<file path="src/rtl/life_automaton_grid_assert.svh">
// ----------------------------------------------------------------------------
// Assertion macros for the life automaton grid
// Clocked implication checks used by life_automaton_grid.
// ----------------------------------------------------------------------------
`ifndef LIFE_AUTOMATON_GRID_ASSERT_SVH
`define LIFE_AUTOMATON_GRID_ASSERT_SVH

// Same-cycle implication, disabled during reset.
`define LIFE_ASSERT_SAME(label, clk, rstn, ante, cons, msg) \
    label: assert property (@(posedge clk) disable iff (!(rstn)) (ante) |-> (cons)) \
        else $error(msg);

// Next-cycle implication, disabled during reset.
`define LIFE_ASSERT_NEXT(label, clk, rstn, ante, cons, msg) \
    label: assert property (@(posedge clk) disable iff (!(rstn)) (ante) |=> (cons)) \
        else $error(msg);

`endif

</file>
<file path="src/rtl/life_pkg.sv">
// ----------------------------------------------------------------------------
// life_pkg
// Types and constants shared by the life automaton grid modules.
// ----------------------------------------------------------------------------
`default_nettype none

package life_pkg;

    localparam int CMD_W = 2;
    localparam int ROW_W = 6;
    localparam int COL_W = 6;

    // B3/S23 rule constants.
    localparam int BIRTH_COUNT    = 3;
    localparam int SURVIVE_COUNT  = 2;
    localparam int NEIGHBOR_COUNT = 8;
    localparam int CNT_W          = $clog2(NEIGHBOR_COUNT + 1);

    typedef enum logic [CMD_W-1:0] {
        CMD_WRITE = 2'd0,
        CMD_READ  = 2'd1,
        CMD_STEP  = 2'd2
    } cmd_code_t;

    typedef enum logic [1:0] {
        ST_CLEAR,
        ST_IDLE,
        ST_STEP,
        ST_FINISH
    } ctrl_state_t;

    // Controller to datapath.
    typedef struct packed {
        logic clear_run;   // zero one row of the store
        logic latch;       // a transaction is accepted this cycle
        logic step_start;  // the accepted transaction is a generation step
        logic step_run;    // advance the generation sweep
        logic finish;      // push the result and commit a pending cell write
    } ctrl_cmd_t;

    // Datapath to controller.
    typedef struct packed {
        logic clear_last;
        logic step_done;
        logic out_busy;
    } dp_status_t;

endpackage

`default_nettype wire

</file>
<file path="src/rtl/life_ctrl.sv">
// ----------------------------------------------------------------------------
// life_ctrl
// Sequencer for the clearing pass, cell accesses and generation sweeps.
// ----------------------------------------------------------------------------
`default_nettype none

module life_ctrl (
    input  wire logic                        aclk,
    input  wire logic                        aresetn,
    input  wire logic                        s_valid,
    output      logic                        s_ready,
    input  wire logic [life_pkg::CMD_W-1:0]  s_command,
    input  wire life_pkg::dp_status_t        status,
    output      life_pkg::ctrl_cmd_t         cmd
);
    import life_pkg::*;

    ctrl_state_t state_reg;
    ctrl_state_t state_next;
    logic        accept;

    always_ff @(posedge aclk) begin
        if (!aresetn) begin
            state_reg <= ST_CLEAR;
        end else begin
            state_reg <= state_next;
        end
    end

    assign accept = s_valid && s_ready;

    always_comb begin
        state_next     = state_reg;
        s_ready        = 1'b0;
        cmd            = '0;
        unique case (state_reg)
            ST_CLEAR: begin
                cmd.clear_run = 1'b1;
                if (status.clear_last) begin
                    state_next = ST_IDLE;
                end
            end
            ST_IDLE: begin
                s_ready        = 1'b1;
                cmd.latch      = accept;
                cmd.step_start = accept && (s_command == CMD_STEP);
                if (accept) begin
                    state_next = (s_command == CMD_STEP) ? ST_STEP : ST_FINISH;
                end
            end
            ST_STEP: begin
                if (status.step_done) begin
                    state_next = ST_FINISH;
                end else begin
                    cmd.step_run = 1'b1;
                end
            end
            ST_FINISH: begin
                // Wait here while the result register is still held.
                if (!status.out_busy) begin
                    cmd.finish = 1'b1;
                    state_next = ST_IDLE;
                end
            end
            default: begin
                state_next = ST_IDLE;
            end
        endcase
    end

endmodule

`default_nettype wire

</file>
<file path="config.mk">
export PLATFORM = sky130hd
export DESIGN_NAME = life_ctrl
export DESIGN_NICKNAME = d
export VERILOG_FILES = /design/src/rtl/life_automaton_grid_assert.svh /design/src/rtl/life_pkg.sv /design/src/rtl/life_ctrl.sv
export SDC_FILE = /design/constraint.sdc
export NUM_CORES = 1
export LEC_CHECK = 0
export BUFFER_PORTS_ARGS = -buffer_cell sky130_fd_sc_hd__buf_2
export CAP_MARGIN = 10
export CORE_AREA = 2 2 39 41
export CTS_BUF_LIST = sky130_fd_sc_hd__clkbuf_4 sky130_fd_sc_hd__clkbuf_8 sky130_fd_sc_hd__clkbuf_16
export DETAILED_ROUTE_END_ITERATION = 8
export DIE_AREA = 0 0 41 43
export PLACE_DENSITY_LB_ADDON = 0.1
export SLEW_MARGIN = 20
export SYNTH_ARGS = -nofsm -noshare
export SYNTH_HDL_FRONTEND = slang
export SYNTH_SLANG_ARGS = --single-unit
</file>
<file path="constraint.sdc">
create_clock -name aclk -period 2.4 [get_ports aclk]
set_clock_uncertainty 0.1 [all_clocks]
set_input_delay 0.24 -clock aclk [delete_from_list [all_inputs] [get_ports aclk]]
set_output_delay 0.24 -clock aclk [all_outputs]
set_load 0.005 [all_outputs]
</file>
# ---- Yosys cells after proc, flatten, opt, wreduce, memory -nomap -nowiden
# Index checks and enable logic that the tools add are counted.
dict set report word_totals {
  ff_bits 2
  input_bits 8
}
dict set report classes {
  eq_ne 8
  n_mux 13
  n_reduce_logical 4
}
# op count
set op_table {}
lappend op_table {{$mux W2} 5}
lappend op_table {{$ne A2 B2 Y1 const B} 4}
lappend op_table {{$pmux W2 S4} 1}
lappend op_table {{$mux W1} 7}
lappend op_table {{$eq A2 B2 Y1 const B} 3}
lappend op_table {{$reduce_and A4 Y1} 1}
lappend op_table {{$eq A2 B1 Y1 const B} 1}
lappend op_table {{$logic_and A1 B1 Y1} 2}
lappend op_table {{$logic_not A2 Y1} 1}

# ---- Logic depth before layout (Yosys ltp)
# Gate-level depths: netlist of the first run.
dict set report logic_depth {
  ltp_word 5
  mapped_depth 6
  ltp_nobuf 6
}

# ---- Least setup slack after synthesis of the first run
# OpenSTA, ideal clock, no wires.
dict set report synth_timing {
  path_type {flip-flop to flip-flop}
  from {register state_reg[0]}
  to {register state_reg[0]}
  arrival_ns 1.357
  t_required_ns 2.166
  path_slack_ns 0.809
  stages_incl_launch_ff 7
  path_buffers 0
  period_less_slack_ns 1.591
  path_cell_list {dfxtp_1 > inv_1 > ha_1 > nor2b_4 > nand4b_4 > a2111oi_1 > a211oi_1}
}
dict set report synth_between {
  elab_chain_cells 5
  elab_cells_between_ends 12
  cone_classes {eq/ne (7); mux (2); reduce/logical (3)}
}
# item line
set synth_rtl {}
lappend synth_rtl {{start, declared} life_ctrl.sv:18} ;# ctrl_state_t state_reg;
lappend synth_rtl {{start signal, assigned} life_ctrl.sv:26} ;# state_reg <= state_next;
lappend synth_rtl {{$eq A2 B1 Y1} life_ctrl.sv:36} ;# unique case (state_reg)
lappend synth_rtl {{$mux W1} life_ctrl.sv:36}
lappend synth_rtl {{$logic_and A1 B1 Y1} life_ctrl.sv:30} ;# assign accept = s_valid && s_ready;
lappend synth_rtl {{$ne A2 B2 Y1 (no source line)} n/a}
lappend synth_rtl {{$reduce_and A4 Y1 (no source line)} n/a}
# Several ways; a longest one is shown, not always the timed one.
# A chain may end at the register's enable or synchronous reset.

# ---- Final worst setup path of the first run
# Same ends and word-level chain as after synthesis.

==> results of run 1 <==
## layout by cell type (no fill, tap or decap)
cell type,instances
nor2_1,2
nand2_1,2
nand2b_1,3
nor2b_4,1
ha_1,5
clkbuf_4,3
and2_1,1
nand4b_4,1
buf_2,13
dfxtp_1,2
inv_1,4
nor2b_1,1
mux2i_1,1
a211oi_1,1
a2111oi_1,1
## logic make-up (layout without fill, tap and decap cells)
family                     count (synthesis)  in the layout
AOI/OAI and AO/OA                          2              2
adders and majority gates                  5              5
buffers and inverters                      4             20
DFF                                        2              2
and+or+nand+nor                           11             11
muxes                                      1              1
## metal layers
layer / GRT usage, % / share of wire [%] / vias up
li1: - / - / 114
met1: 7.325 / 41 / 91
met2: 11.25 / 52 / 6
met3: 4.712 / 6.6 / 0
met4: 6.000 / 0 / 0
met5: 0 / 0 / -
## cell type report
class                   count  area [sq um]  area share, %
multi-input cells          19         173.9          51.67
repair buffers             13         65.06          19.33
flip-flops and latches      2         40.04          11.90
clock buffers               3         22.52          6.691
well taps                  16         20.02          5.948
inverters                   4         15.01          4.461
## how the worst min path moves through the flow
stage / from / to / slack, ns / depth (start not counted)
after floorplan: aresetn / state_reg[1] / 0.28 / 2
final: aresetn / state_reg[1] / 0.18 / 3
after global placement: aresetn / state_reg[1] / 0.41 / 3
after CTS: aresetn / state_reg[0] / 0.17 / 3
after detailed placement: aresetn / state_reg[1] / 0.41 / 3
after global routing: aresetn / state_reg[0] / 0.19 / 3
## metrics by stage
step / power, mW / hold slack, ns / cell area (sq um)
after floorplan: 0.1897 / 0.2756 / 229.0
after global placement: 0.2468 / 0.4083 / 314.1
after detailed placement: 0.2471 / 0.4128 / 314.1
after CTS: 0.3256 / 0.1748 / 336.6
after global routing: 0.3578 / 0.1934 / 336.6
final: 0.3155 / 0.1827 / 336.6
## tightest hold or removal path, cell delays in order
cell and delay, ns:
buf_2 0.08, inv_1 0.04, nor2_1 0.10
## where the power goes
group | switching [mW] | internal (mW)
Sequential | 0.0157 | 0.0477
Combinational | 0.0869 | 0.0914
Clock | 0.0187 | 0.0551
==> qor.yml, run 1 <==
status:
  status: "finished clean"
timing:
  fin_setup_tns_ns: 0
  worst_pin_slew_ns: 0.3147
  setup-violations-final: 0
  fmax_ghz: 0.5872
  drv_slew: 0
  slew_headroom_pct: 78.97
  hold_violations: 0
  grt_setup_unrepaired: "no"
  timing.final.crit_period_ns: 1.703
  fin_crit_sh_pct: 70.96
  setup_ws_ns: 0.6971
clocking:
  clock_latency_ns: 0.22
  cts_tree: "done"
  cts_sinks: 2
  clock_path_buffers: 2
  h-tree-depth: 1
  clock-root-buffer: "clkbuf_4"
  ctsResizeCount: 0
  clk_pin_slew_ns: 0.03
  cts_hold_buf: 0
  numCtsBuffers: 3
  cts_setup_buffers: 0
layout:
  antennaDiodeCount: 0
  instances_no_fill: 57
  fill_cells: 160
  final_nets: 56
  drive_gt1_share_pct: 43.90
  area_delta_synth_final_pct: 46.99
  final_util_pct: 24.32
  largest_reg_flops: 2
floorplan:
  io_pins: 14
  fp.coreArea_sq_mm: 0.001384
  die_height_um: 43
  rows: 14
  initial_core_util_pct: 16.55
  dieArea_sq_mm: 0.001763
  die_w_um: 41
logic_synthesis:
  synthSimpleGateAreaFrac_pct: 36.61
  syn_inst: 25
  synth_ff_type: "dfxtp_1"
  synth_xor_area_share_pct: 0
  syn_area_per_cell_sq_um: 9.159
  yosys.area.top_type_share_pct: 27.32
  synth.cell_area_sq_um: 229.0
  ys_types: 13
  synth_area_leaders: "ha_1, dfxtp_1, nand4b_4, nand2b_1, inv_1"
  syn_nets: 38
  synthArstFlopShare_pct: 0
  yosys_warnings: 0
  synth-adder-area-share_pct: 27.32
  synth_top_family_by_area: "simple AND/OR/NAND/NOR gates"
  yosys-top-cells-count: "ha_1, inv_1, nand2b_1"
  muxShareOfSynthArea_pct: 4.372
  yosysSeqAreaShare_pct: 17.49
  ys_ff_latch: 2
  yosysTopAreaCell: "ha_1"
  synth-compound-area-share_pct: 7.650
  synth_edf_count: 0
  synth.most_common_cell: "ha_1"
setup_path:
  worst-path-buf-inv: 1
  path_delay_family: "compound AO/OA/AOI/OAI gates"
  reg2reg_from: "state_reg[0]"
  rrSetupSlack_ns: 0.70
  path_cells: "inv_1 > ha_1 > nor2b_4 > nand4b_4 > a2111oi_1 > a211oi_1"
  cp-end-kind: "flip-flop"
  critical_path.max_stage_delay_ns: 0.38
  r2r-end: "state_reg[0]"
  cp_slowest_cell: "dfxtp_1"
  worstSetupPathType: "flip-flop to flip-flop"
  path_max_fanout: 4
  cp.required_ns: 2.39
  critPathArrivalTime_ns: 1.69
  crit_cells: 6
  endpoint: "state_reg[0]"
  critPathLaunchType: "flip-flop"
  startpoint: "state_reg[0]"
  r2r.worst_path.cells: 6
placed_design:
  dp_cells: 54
  gp_congestion: 0.6921
  pre_cts_slack_ns: 0.6814
  port_buffers: 13
grt:
  overflow: 0
  grt_pass1_wl_um: 834
  grt_max_degree: 5
  grt.total_usage_pct: 7.708
  antenna_found_initial: 0
  grt_pass1_vias: 210
power_and_ir_drop:
  power.density_mw_per_mm2: 937.4
  vdd_ir_drop_max_mv: 0.3882
  power_leakage_nw: 0.1753
detailed_routing:
  drt_first_iter_violations: 0
  drt-total-wl_um: 512
  viasPerCell: 3.702
  ant_nets: 0
  drc: 0
  route.vias.total: 211
  avgRoutedWirePerCell_um: 8.982
  first_pass_iters: 1
flow_run:
  cap_violations: 0
worst_hold_path:
  hp-class: "primary input to flip-flop"
(Power assumes the default switching activity.)
==> inputs of run 2 (changes only) <==
ABC_AREA = 1   (was unset)
clock period = 1.39 ns   (was 2.4 ns; I/O delays follow)
==> qor.yml, run 2 <==
clocking:
  clk_pin_slew_ns: 0.03  # about the same
  clock_path_buffers: 2  # unchanged
  cts_hold_buf: 0  # unchanged
  numCtsBuffers: 3  # unchanged
  cts_tree: "done"
  clock_latency_ns: 0.22  # about the same
  cts_sinks: 2  # unchanged
  clock-root-buffer: "clkbuf_4"
  h-tree-depth: 1  # unchanged
  cts_setup_buffers: 0  # unchanged
setup_path:
  path_delay_family: "flip-flops"
  path_cells: "inv_2 > ha_2 > nand2_2 > inv_1 > buf_2"
  crit_cells: 5  # -1
  cp_slowest_cell: "dfxtp_4"
  worstSetupPathType: "flip-flop to output port"
  critical_path.max_stage_delay_ns: 0.37  # about the same
  path_max_fanout: 4  # unchanged
  cp-end-kind: "output port"
  cp.required_ns: 1.15  # -1.24 ns
  worst-path-buf-inv: 3  # +2
  critPathLaunchType: "flip-flop"
  critPathArrivalTime_ns: 1.05  # -0.64 ns
  r2r.worst_path.cells: 8  # +2
logic_synthesis:
  synth_ff_type: "dfxtp_1"
  ys_types: 11  # -2
  synth_edf_count: 0  # unchanged
  syn_area_per_cell_sq_um: 6.223  # -32%
  synthArstFlopShare_pct: 0  # unchanged
  synth-compound-area-share_pct: 9.524  # +1.9 points
  ys_ff_latch: 2  # unchanged
  syn_inst: 38  # +52%
  synth_top_family_by_area: "simple AND/OR/NAND/NOR gates"
  syn_nets: 51  # +34%
  yosysTopAreaCell: "ha_1"
  yosysSeqAreaShare_pct: 16.93  # -0.56 points
  yosys-top-cells-count: "inv_1, nand2_1, ha_1, nor2_1, nand2_2"
  synth-adder-area-share_pct: 26.46  # -0.87 points
  synth_xor_area_share_pct: 0  # unchanged
  yosys.area.top_type_share_pct: 26.46  # -0.87 points
  yosys_warnings: 0  # unchanged
  muxShareOfSynthArea_pct: 0  # -4.4 points
  synthSimpleGateAreaFrac_pct: 29.63  # -7.0 points
  synth.cell_area_sq_um: 236.5  # +3.3%
  synth_area_leaders: "ha_1, inv_1, dfxtp_1, nand2_1, nand2_2"
  synth.most_common_cell: "inv_1"
floorplan:
  initial_core_util_pct: 17.09  # +0.54 points
  fp.coreArea_sq_mm: 0.001384  # unchanged
  die_w_um: 41  # unchanged
  dieArea_sq_mm: 0.001763  # unchanged
  io_pins: 14  # unchanged
  die_height_um: 43  # unchanged
  rows: 14  # unchanged
grt:
  antenna_found_initial: 0  # unchanged
  grt.total_usage_pct: 7.207  # -0.50 points
  overflow: 0  # unchanged
  grt_max_degree: 5  # unchanged
  grt_pass1_wl_um: 786  # -5.8%
  grt_pass1_vias: 228  # +8.6%
placed_design:
  place_hpwl_um: 420.7
  port_buffers: 13  # unchanged
  gp_congestion: 0.7043  # +1.8%
detailed_routing:
  wl_met1_um: 227  # +7.6%
  wl_met3_um: 27  # -21%
  drc: 0  # unchanged
  top_layer: "met3"
  ant_nets: 0  # unchanged
  avgRoutedWirePerCell_um: 6.971  # -22%
  first_pass_iters: 4  # +3
  drt-total-wl_um: 488  # -4.7%
  route.vias.total: 257  # +22%
  wl_met2_um: 233  # -12%
  drt_first_iter_violations: 2  # +2
  viasPerCell: 3.671  # -0.82%
power_and_ir_drop:
  pwr-share-comb_pct: 57.1  # +0.6 points
  internal_power_uw: 352.9  # +82%
  switching_share_pct: 42.48  # +4.0 points
  power_frac_clock_pct: 20.3  # -3.1 points
  p_sw_uw: 260.6  # +110%
  vdd_ir_drop_max_mv: 0.5408  # +39%
  seq_power_share_pct: 22.6  # +2.5 points
  power.density_mw_per_mm2: 1685  # +80%
  power_leakage_nw: 0.2206  # +26%
layout:
  regArea_sq_um: 45.04  # +12%
  multiInputGateArea_sq_um: 170.2  # -2.2%
  final_nets: 69  # +23%
  most-common-layout-cells: "buf_2, inv_1, nand2_1"
  final_common_cell: "buf_2"
  largest_reg_flops: 2  # unchanged
  area_delta_synth_final_pct: 53.97
  drive_gt1_share_pct: 48.15  # +4.2 points
  antennaDiodeCount: 0  # unchanged
  final_util_pct: 26.31  # +2.0 points
  fill_cells: 165  # +3.1%
worst_hold_path:
  hp-class: "primary input to flip-flop"
  hold_depth: 3  # unchanged
status:
  status: "finished clean"
timing:
  fin_setup_tns_ns: 0  # unchanged
  hold_violations: 0  # unchanged
  fin_crit_sh_pct: 92.44
  worst_pin_slew_ns: 0.1566  # -0.1581 ns
  setup-violations-final: 0  # unchanged
  drv_slew: 0  # unchanged
  timing.final.crit_period_ns: 1.285
  fmax_ghz: 0.7783
  slew_headroom_pct: 89.45  # +10 points
  grt_setup_unrepaired: "no"
flow_run:
  cap_violations: 0  # unchanged
-- run 2: cell types whose count changed after synthesis, sizes merged, moves of 2 or more --
cell,previous run,this run
nand2,2,10
inv,4,11
nor2,2,6
nand2b,3,0
nor2b,2,0
o21ai,0,2
-- run 2: layout make-up --
cell class | count | share of cell area (%)
well taps | 16 | 5.498
clock buffers | 3 | 6.186
inverters | 11 | 11.34
multi-input cells | 25 | 46.74
flip-flops and latches | 2 | 12.37
repair buffers | 13 | 17.87
-- run 2: path summary, 6_finish.rpt --
| check | start | to | slack, ns |
|---|---|---|---|
| max reg2reg | state_reg[0] | state_reg[0] | 0.15 |
| max | state_reg[0] | cmd[1] | 0.11 |
| min reg2reg | state_reg[1] | state_reg[1] | 0.41 |
| min | aresetn | state_reg[1] | 0.04 |
-- run 2: cells by family (layout without fill, tap and decap cells) --
group	Yosys count	in the layout
adders and majority gates	5	5
DFF	2	2
and+or+nand+nor	16	16
AOI/OAI and AO/OA	4	4
buffers and inverters	11	27
-- run 2: worst reg2reg max path: cells and delay by family (launching register included) --
kind                       cells  cell delay, ns
and+or+nand+nor                6            0.41
adders and majority gates      1            0.20
DFF                            1            0.37
buffers and inverters          1            0.05
-- run 2: power by group through the flow --
stage	clock, mW	sequential (mW)	combinational (mW)
after detailed placement	0	0.118	0.339
after floorplan	0	0.109	0.239
after CTS	0.133	0.123	0.341
final	0.124	0.139	0.350
after global routing	0.138	0.145	0.420
after global placement	0	0.118	0.342
-- run 2: through the flow --
step	instances	power, mW	instance area [sq um]	setup WS, ns	hold slack (ns)
3_5_place_dp	67	0.4573	321.6	0.01602	0.2717
5_1_grt	70	0.7026	364.1	0.0003174	0.04043
4_1_cts	70	0.5974	346.6	0.01608	0.02786
2_1_floorplan	38	0.3482	236.5	0.1558	0.1482
6_report	70	0.6135	364.1	0.1051	0.03741
3_3_place_gp	67	0.4599	321.6	0.01960	0.2682
-- run 2: timing repair --
item | CTS | global route
resized for setup | 2 | 6
hold endpoints to repair | 0 | 0
setup endpoints to repair | 2 | 5
-- run 2: routing by layer --
| layer | up-vias | global-route usage, % |
|---|---|---|
| met1 | 108 | 8.280 |
| met5 | - | 0 |
| met4 | 0 | 8.000 |
| li1 | 143 | - |
| met3 | 0 | 3.141 |
| met2 | 6 | 8.750 |
==> inputs of run 3 (changes only) <==
==> constraint.sdc (replaced) <==
create_clock -name aclk -period 1 [get_ports aclk]
set_clock_uncertainty 0.1 [all_clocks]
set_input_delay 0.2 -clock aclk [delete_from_list [all_inputs] [get_ports aclk]]
set_output_delay 0.2 -clock aclk [all_outputs]
set_load 0.005 [all_outputs]
==> qor.yml, run 3 (synthesized netlist as in run 2, its figures left out) <==
clocking:
  h-tree-depth: 1  # unchanged
  cts_tree: "done"
  clock-root-buffer: "clkbuf_4"
  clock_latency_ns: 0.22  # about the same
  cts_sinks: 2  # unchanged
  clock_path_buffers: 2  # unchanged
  cts_hold_buf: 0  # unchanged
  clk_pin_slew_ns: 0.03  # about the same
  numCtsBuffers: 3  # unchanged
grt:
  grt_pass1_wl_um: 931  # +18%
  grt.total_usage_pct: 8.008  # +0.80 points
  grt_pass1_vias: 225  # -1.3%
  grt_max_degree: 5  # unchanged
  overflow: 0  # unchanged
  antenna_found_initial: 0  # unchanged
power_and_ir_drop:
  power_leakage_nw: 0.2704  # +23%
  fin_total_pwr_mw: 1.360  # +120%
  p_sw_uw: 558.2  # +110%
  seq_power_share_pct: 19.5  # -3.1 points
  power.density_mw_per_mm2: 2651  # +57%
  switching_share_pct: 41.05  # -1.4 points
  power_frac_clock_pct: 13.1  # -7.2 points
  pwr-share-comb_pct: 67.4  # +10 points
  vdd_ir_drop_max_mv: 1.170  # +120%
  internal_power_uw: 801.5  # +130%
floorplan:
  die_height_um: 43  # unchanged
  die_w_um: 41  # unchanged
  initial_core_util_pct: 17.09  # unchanged
  rows: 14  # unchanged
  dieArea_sq_mm: 0.001763  # unchanged
  fp.coreArea_sq_mm: 0.001384  # unchanged
  io_pins: 14  # unchanged
layout:
  largest_reg_flops: 2  # unchanged
  antennaDiodeCount: 0  # unchanged
  drive_gt1_share_pct: 66.10  # +18 points
  most-common-layout-cells: "buf_2, inv_1, ha_4, buf_6"
  final_nets: 74  # +7.2%
  fill_cells: 152  # -7.9%
  postLayoutCellArea_sq_um: 513.0  # +41%
  area_delta_synth_final_pct: 116.9
  final_util_pct: 37.07  # +11 points
  final_common_cell: "buf_2"
timing:
  fin_crit_sh_pct: 135.0
  setup_ws_ns: -0.3497  # -0.4548 ns
  hold_slack_ns: 0.09867  # +0.06126 ns
  worst_pin_slew_ns: 0.1621  # +0.005506 ns
  hold_violations: 0  # unchanged
  drv_slew: 0  # unchanged
  setup-violations-final: 8  # +8
  timing.final.crit_period_ns: 1.350
  fmax_ghz: 0.7409
  grt_setup_unrepaired: "yes"
  slew_headroom_pct: 89.17  # -0.28 points
worst_hold_path:
  hp-class: "primary input to flip-flop"
placed_design:
  port_buffers: 13  # unchanged
  placed_area_sq_um: 369.1  # +15%
  gp_congestion: 0.6665  # -5.4%
  pre_cts_slack_ns: -0.2345  # -0.2506 ns
  place_hpwl_um: 431.6  # +2.6%
detailed_routing:
  drt-total-wl_um: 571  # +17%
  drt_first_iter_violations: 4  # +2
  ant_nets: 0  # unchanged
  first_pass_iters: 4  # unchanged
  drc: 0  # unchanged
  avgRoutedWirePerCell_um: 7.613  # +9.2%
  viasPerCell: 3.840  # +4.6%
  route.vias.total: 288  # +12%
flow_run:
  cap_violations: 0  # unchanged
status:
  status: "finished with violations"
  violations: "setup timing"
setup_path:
  cp-end-kind: "output port"
  critPathLaunchType: "flip-flop"
  cp.required_ns: 0.70  # -0.45 ns
  critPathArrivalTime_ns: 1.05  # about the same
  path_max_fanout: 4  # unchanged
  worstSetupPathType: "flip-flop to output port"
==> run 3: cell types whose count changed in the layout (fill, tap and decap cells not counted), sizes merged <==
cell	change
buf	+5
==> run 3: what timing repair did <==
item,4_1_cts,5_1_grt
endpoints found under the setup margin,8,8
pin swaps,5,5
hold endpoints to repair,0,0
setup buffers,3,2
resized for setup,8,12
==> run 3: final timing paths <==
check / to / startpoint / cells past startpoint / slack, ns
max: cmd[1] / state_reg[0] / 5 / -0.35
min: state_reg[1] / aresetn / 3 / 0.1
max reg2reg: state_reg[0] / state_reg[1] / 9 / -0.34
min reg2reg: state_reg[1] / state_reg[1] / 2 / 0.46
==> run 3: power by group through the flow <==
stage / Sequential [mW] / Combinational (mW) / Clock, mW
floorplan: 0.207 / 0.414 / 0
global placement: 0.225 / 0.568 / 0
detailed placement: 0.222 / 0.564 / 0
CTS: 0.234 / 0.777 / 0.189
global route: 0.275 / 1.02 / 0.195
finish: 0.265 / 0.917 / 0.178
==> run 3: final cells by class <==
cell class / count / area [sq um] / area share, %
inverters: 11 / 51.30 / 10.00
well taps: 16 / 20.02 / 3.902
clock buffers: 3 / 22.52 / 4.390
multi-input cells: 25 / 242.7 / 47.32
repair buffers: 18 / 128.9 / 25.12
flip-flops and latches: 2 / 47.55 / 9.268
==> run 3: routing by layer <==
layer | wire, um | track usage (%) | vias up
li1 | - | - | 152
met1 | 256 | 10.51 | 122
met2 | 273 | 10.00 | 14
met3 | 41 | 4.712 | 0
met4 | 0 | 4.000 | 0
met5 | 0 | 0 | -
==> run 3: metrics by stage <==
step / instances / setup TNS, ns
after floorplan: 38 / -0.3315
after global placement: 67 / -0.9921
after detailed placement: 67 / -0.9376
after CTS: 73 / -2.629
after global routing: 75 / -3.044
final: 75 / -2.597
==> run 3: worst max-delay path: stages (launching register included) <==
cell and delay [ns]:
dfxtp_4 0.41, inv_6 0.06, ha_4 0.16, nand2_4 0.07
inv_2 0.03, buf_6 0.10
